### src/rtl/core/fdfm_pkg.sv
// Package for the dual fan failover monitor.
// Holds the build constants, item kind codes and the per-fan command and status types.
// No dependencies.
package fdfm_pkg;

   localparam int NUM_FANS    = 2;
   localparam int COUNT_WIDTH = 16;
   localparam int LAST_WIDTH  = 16;
   localparam int KIND_WIDTH  = 3;

   localparam logic [KIND_WIDTH-1:0] KIND_PULSE  = 3'd0;
   localparam logic [KIND_WIDTH-1:0] KIND_TICK   = 3'd1;
   localparam logic [KIND_WIDTH-1:0] KIND_SWITCH = 3'd2;
   localparam logic [KIND_WIDTH-1:0] KIND_CLEAR  = 3'd3;
   localparam logic [KIND_WIDTH-1:0] KIND_STATUS = 3'd4;

   typedef logic [COUNT_WIDTH-1:0] count_type;
   typedef logic [LAST_WIDTH-1:0]  last_type;

   typedef struct packed {
      logic pulse;
      logic tick;
      logic switch_drv;
      logic clear;
      logic use_main;
      logic running;
   } fan_cmd_type;

   typedef struct packed {
      logic     spinning;
      logic     failing;
      logic     on_main;
      last_type last;
   } fan_stat_type;

   function automatic last_type to_last(input count_type count);
      logic [31:0] wide;
      wide = 32'(count);
      return wide[LAST_WIDTH-1:0];
   endfunction

endpackage

### src/rtl/core/dual_fan_failover_monitor_top.sv
// Each accepted word loads the single response register, which frees as it is taken.
// Throughput: one word per cycle, or none while a held response waits on rsp_ready.
// The state update and the status are one pass of logic from the request ports.
// Reset (synchronous, active high): counts and flags clear, drivers on main,
// monitoring running, second fan disabled, no response pending.
module dual_fan_failover_monitor_top
   import fdfm_pkg::*;
(
   input  logic                  clock,
   input  logic                  reset,
   input  logic                  csr_wr_en,
   input  logic                  csr_wr_data,
   input  logic                  req_valid,
   output logic                  req_ready,
   input  logic [KIND_WIDTH-1:0] req_kind,
   input  logic                  req_fan_index,
   input  logic                  req_fan0_use_main,
   input  logic                  req_fan1_use_main,
   input  logic                  req_run_mode,
   output logic                  rsp_valid,
   input  logic                  rsp_ready,
   output logic                  rsp_monitor_running,
   output logic                  rsp_fan0_spinning,
   output logic                  rsp_fan0_failing,
   output logic                  rsp_fan0_on_main,
   output logic                  rsp_fan1_spinning,
   output logic                  rsp_fan1_failing,
   output logic                  rsp_fan1_on_main,
   output logic [LAST_WIDTH-1:0] rsp_fan0_last_pulses,
   output logic [LAST_WIDTH-1:0] rsp_fan1_last_pulses
);

   logic         fan1_en_ff;
   logic         run_ff, run_in;
   logic         valid_ff;
   logic         accept;
   logic         fan_active [2];
   fan_cmd_type  cmd [2];
   fan_stat_type stat [2];
   logic         running_o_ff;
   fan_stat_type stat_o_ff [2];

   assign req_ready = !valid_ff || rsp_ready;
   assign accept    = req_valid && req_ready;
   assign fan_active[0] = 1'b1;
   assign fan_active[1] = fan1_en_ff && (NUM_FANS > 1);

   always_comb begin
      run_in = run_ff;
      if (accept && req_kind == KIND_SWITCH) begin
         run_in = req_run_mode;
      end
   end

   for (genvar i = 0; i < 2; i++) begin : g_fan
      always_comb begin
         cmd[i].pulse      = accept && req_kind == KIND_PULSE && req_fan_index == 1'(i);
         cmd[i].tick       = accept && req_kind == KIND_TICK;
         cmd[i].switch_drv = accept && req_kind == KIND_SWITCH;
         cmd[i].clear      = accept && req_kind == KIND_CLEAR;
         cmd[i].use_main   = (i == 0) ? req_fan0_use_main : req_fan1_use_main;
         cmd[i].running    = run_ff;
      end
      if (i < NUM_FANS) begin : g_on
         fdfm_fan u_fan (
            .clock  (clock),
            .reset  (reset),
            .active (fan_active[i]),
            .cmd    (cmd[i]),
            .stat   (stat[i])
         );
      end else begin : g_off
         assign stat[i] = '0;
      end
   end

   always_ff @(posedge clock) begin
      if (reset) begin
         fan1_en_ff <= 1'b0;
         run_ff     <= 1'b1;
         valid_ff   <= 1'b0;
      end else begin
         if (csr_wr_en) begin
            fan1_en_ff <= csr_wr_data;
         end
         run_ff <= run_in;
         if (accept) begin
            valid_ff <= 1'b1;
         end else if (rsp_ready) begin
            valid_ff <= 1'b0;
         end
      end
   end

   always_ff @(posedge clock) begin
      if (accept) begin
         running_o_ff <= run_in;
         stat_o_ff[0] <= stat[0];
         stat_o_ff[1] <= stat[1];
      end
   end

   assign rsp_valid            = valid_ff;
   assign rsp_monitor_running  = running_o_ff;
   assign rsp_fan0_spinning    = stat_o_ff[0].spinning;
   assign rsp_fan0_failing     = stat_o_ff[0].failing;
   assign rsp_fan0_on_main     = stat_o_ff[0].on_main;
   assign rsp_fan0_last_pulses = stat_o_ff[0].last;
   assign rsp_fan1_last_pulses = stat_o_ff[1].last;

   logic fan1_shown_ff;
   always_ff @(posedge clock) begin
      if (accept) begin
         fan1_shown_ff <= fan_active[1];
      end
   end

   assign rsp_fan1_spinning = fan1_shown_ff && stat_o_ff[1].spinning;
   assign rsp_fan1_failing  = fan1_shown_ff && stat_o_ff[1].failing;
   assign rsp_fan1_on_main  = fan1_shown_ff && stat_o_ff[1].on_main;

endmodule

### src/rtl/core/fdfm_fan.sv
// One fan channel of the failover monitor: pulse count, latched count, driver and spin flag.
// Reports the status that follows the current command. Depends on fdfm_pkg.
module fdfm_fan
   import fdfm_pkg::*;
(
   input  logic         clock,
   input  logic         reset,
   input  logic         active,
   input  fan_cmd_type  cmd,
   output fan_stat_type stat
);

   count_type pulse_ff, pulse_in;
   count_type latch_ff, latch_in;
   logic      main_ff, main_in;
   logic      spin_ff, spin_in;

   always_comb begin
      pulse_in = pulse_ff;
      latch_in = latch_ff;
      main_in  = main_ff;
      spin_in  = spin_ff;
      if (cmd.pulse) begin
         if (pulse_ff != {COUNT_WIDTH{1'b1}}) begin
            pulse_in = pulse_ff + 1'b1;
         end
      end
      if (active && cmd.tick) begin
         if (pulse_ff == '0 && cmd.running) begin
            main_in = !main_ff;
            spin_in = 1'b0;
         end else begin
            latch_in = pulse_ff;
            spin_in  = 1'b1;
            pulse_in = '0;
         end
      end
      if (active && cmd.switch_drv) begin
         main_in = cmd.use_main;
      end
      if (active && cmd.clear) begin
         pulse_in = '0;
         latch_in = '0;
      end
   end

   always_ff @(posedge clock) begin
      if (reset) begin
         pulse_ff <= '0;
         latch_ff <= '0;
         main_ff  <= 1'b1;
         spin_ff  <= 1'b0;
      end else begin
         pulse_ff <= pulse_in;
         latch_ff <= latch_in;
         main_ff  <= main_in;
         spin_ff  <= spin_in;
      end
   end

   assign stat.spinning = spin_in;
   assign stat.failing  = (pulse_in == '0) && (latch_in == '0);
   assign stat.on_main  = main_in;
   assign stat.last     = to_last(latch_in);

endmodule

### config.mk
export PLATFORM = sky130hd
export DESIGN_NAME = dual_fan_failover_monitor_top
export DESIGN_NICKNAME = d
export VERILOG_FILES = /design/src/rtl/core/fdfm_pkg.sv /design/src/rtl/core/dual_fan_failover_monitor_top.sv /design/src/rtl/core/fdfm_fan.sv
export SDC_FILE = /design/constraint.sdc
export NUM_CORES = 1
export LEC_CHECK = 0
export ABC_AREA = 1
export BUFFER_PORTS_ARGS = -buffer_cell sky130_fd_sc_hd__buf_2
export CAP_MARGIN = 15
export CORE_UTILIZATION = 32
export DETAILED_ROUTE_END_ITERATION = 10
export PLACE_DENSITY = 0.51
export SLEW_MARGIN = 40
export SYNTH_ARGS = -nofsm -noshare
export SYNTH_HDL_FRONTEND = slang
export SYNTH_SLANG_ARGS = --single-unit
### constraint.sdc
create_clock -name clock -period 4.3 [get_ports clock]
set_input_delay 0.86 -clock clock [delete_from_list [all_inputs] [get_ports clock]]
set_output_delay 0.86 -clock clock [all_outputs]
set_load 0.1 [all_outputs]
==> metrics.cfg <==
[job]
maxCapViolCount=0

[floorplan]
io_pins=54
initial_core_util_pct=32.7
fp-row-count=50
die_h_um=140
dieWidth_um=140
design.die.area_um2=19700
coreArea_um2=18700

[clock_network]
clockBufferDepth=2
cts_made_buffers=9
tritoncts=yes
ctsHtreeMaxLevel=3
cts_resized=0
cts_hold_buffers=0
cts_sinks=111
path_clk_slew_ns=0.08
cts_root_buffer=clkbuf_16
post_cts_buffers=0
clock_latency_ns=0.36

[route]
routed_wl_um=14700
drt-initial-drc-count=527
vias=5047
firstDrtPassIters=5
drc=0
ant_nets=0
wire_per_inst_um=13.4
vias_per_cell=4.59

[outcome]
status=complete, no violations

[setup_path]
r2r-start=g_fan[0].g_on.u_fan.pulse_ff[0]
reg2reg_slack_ns=1.65
critPathMaxFanout=14
ff2ff_path_depth=13
worstPathArrival_ns=2.94
required_ns=4.52
worstReg2RegEnd=stat_o_ff[0][17]
path_class=primary input to flip-flop
cp-end-kind=flip-flop
start_kind=primary input

[sta]
fin_worst_skew_ns=0.00936
rsz0062_at_grt=no
setup_viol=0
report.final.slew_viol_count=0
timing.fmax_ghz=0.368
slew_headroom_pct=53.9
fin_crit_sh_pct=63.2
period_minus_slack_ns=2.72
hold_violations=0
hold_ws_ns=0.477
setup-tns-final_ns=0
worstMarginPinSlew_ns=0.692

[power]
p_comb_share_pct=15.9
swShare_pct=31.3
p_leak_nw=3.27
power_density_nw_per_um2=355
p_clk_share_pct=34.7
p_sw_mw=0.724
vdd_drop_max_uv=151
pwr-share-seq_pct=49.4
intPower_mw=1.59

[logic_synthesis]
ys_types=33
synth_enable_flop_cells=40
synthArstFlopShare_pct=0
synth_fp_nets=873
seq_area_frac_synth_pct=42.9
syn-cell-area_um2=6120
ys_seq_elements=111
yosys_warnings=0
synth_top_flop_cell=dfxtp_1
syn_inst=856
avgSynthCellArea_um2=7.14

[finish]
nets=878
area_growth_pct=6.63
fin_area_um2=6520
drive_gt1_share_pct=11.5
nFillCells=2039
antenna_cells=0
final_core_util_pct=34.9

[placed_design]
postPlaceCellArea_um2=6250
port_buffers=53
post-dp-hpwl_um=10600
gp_congestion=0.881

[worst_hold_path]
min_from=g_fan[1].g_on.u_fan.spin_ff
hp-class=flip-flop to flip-flop
hold-path-cell-count=2
hold_end=g_fan[1].g_on.u_fan.spin_ff

[global_route]
grt_usage_pct=15.8
grt_pass1_vias=4428
grt_first_pass_wirelength_um=24200
grt_antenna_before_repair=0
gr-total-overflow=0
grt_max_degree=40

==> sequential cells by signal, summed over array words and instances, names as in the netlist, 2 cells and up <==
register / cells
g_fan.g_on.u_fan.pulse_ff: 32
g_fan.g_on.u_fan.latch_ff: 32
g_fan.g_on.u_fan.spin_ff: 2
stat_o_ff: 38
g_fan.g_on.u_fan.main_ff: 2
==> cells in the mapped netlist, drive strengths merged, types with 6 or more instances <==
master    n  area [um^2]
nand4    17          106
nand2   212          851
dfxtp    71         1420
nor3     18         90.1
clkbuf   13         52.6
edfxtp   40         1200
nand3   131          681
nor2    135          553
inv     132          495
a21oi    11         66.3
buf      49          392
o21ai     6         30.0
==> critical path: stages <==
cell	delay, ns
buf_2	0.13
inv_1	0.07
nand2_1	0.05
nor2_1	0.17
nand3_2	0.32
inv_1	0.47
nand2_1	0.16
inv_1	0.16
nand3_1	0.08
nand3_1	0.11
nand3_1	0.07
nor2_1	0.14
nand2_1	0.06
nor2_1	0.08
==> kinds of logic (layout without fill, tap and decap cells) <==
logic type | after synthesis | after routing | share of synthesized area (%)
and+or+nand+nor | 521 | 521 | 38.2
buffers and inverters | 195 | 205 | 15.4
DFF | 111 | 111 | 42.9
AOI/OAI and AO/OA | 18 | 18 | 1.70
xor gates and xnor gates | 7 | 7 | 1.00
adders and majority gates | 4 | 4 | 0.818
==> through the flow <==
step | setup WS [ns] | total power [mW] | cells
finish | 1.58 | 2.31 | 1100
global route | 1.27 | 2.41 | 1100
CTS | 1.60 | 2.34 | 1100
detailed placement | 1.23 | 1.54 | 1084
global placement | 1.26 | 1.54 | 1084
floorplan | 1.01 | 1.49 | 856
==> power by group through the flow <==
stage,combinational [mW],clock (mW),sequential [mW]
floorplan,0.301,0,1.19
global placement,0.368,0,1.17
detailed placement,0.368,0,1.17
global route,0.394,0.865,1.15
finish,0.368,0.803,1.14
CTS,0.369,0.824,1.14
==> metal layers <==
layer	wire, um	share of wire (%)	GRT usage, %	vias up
li1	-	-	-	2658
met1	8070	55	25.0	2247
met2	5690	39	21.2	125
met3	716	4.9	1.81	17
met4	271	1.8	6.02	0
met5	0	0	0	-
==> area by class of cell <==
type | count | area [um^2] | area share [%]
Clock inverter | 4 | 32.5 | 0.499
Inverter | 133 | 500 | 7.67
Timing Repair Buffer | 56 | 288 | 4.41
Tap cell | 234 | 293 | 4.49
Clock buffer | 12 | 236 | 3.63
Sequential cell | 111 | 2620 | 40.2
Multi-Input combinational cell | 550 | 2550 | 39.1
==> worst max path at each step <==
| stage | startpoint | endpoint | slack [ns] |
|---|---|---|---|
| 6_report | req_kind[2] | stat_o_ff[0][36] | 1.58 |
| 5_1_grt | req_kind[2] | stat_o_ff[0][17] | 1.27 |
| 4_1_cts | req_kind[2] | stat_o_ff[0][36] | 1.60 |
| 3_5_place_dp | req_kind[2] | stat_o_ff[0][36] | 1.23 |
| 3_3_place_gp | req_kind[2] | stat_o_ff[0][36] | 1.26 |
| 2_1_floorplan | rsp_valid | stat_o_ff[0][17] | 1.01 |
==> layout by cell type (no fill, tap or decap), types with 2 or more instances in the layout <==
master / instances
a21oi_1: 10
and2_1: 2
buf_2: 53
buf_4: 3
clkbuf_1: 3
clkbuf_16: 9
clkinvlp_4: 2
dfxtp_1: 71
edfxtp_1: 40
ha_1: 4
inv_1: 128
inv_2: 4
nand2_1: 202
nand2_2: 4
nand2_4: 6
nand3_1: 126
nand3_2: 5
nand3b_1: 2
nand4_1: 17
nor2_1: 128
nor2_2: 3
nor2_4: 3
nor3_1: 18
o21ai_0: 6
or2_2: 3
xnor2_1: 3
xor2_1: 4
Power figures use the tool's default switching activity.
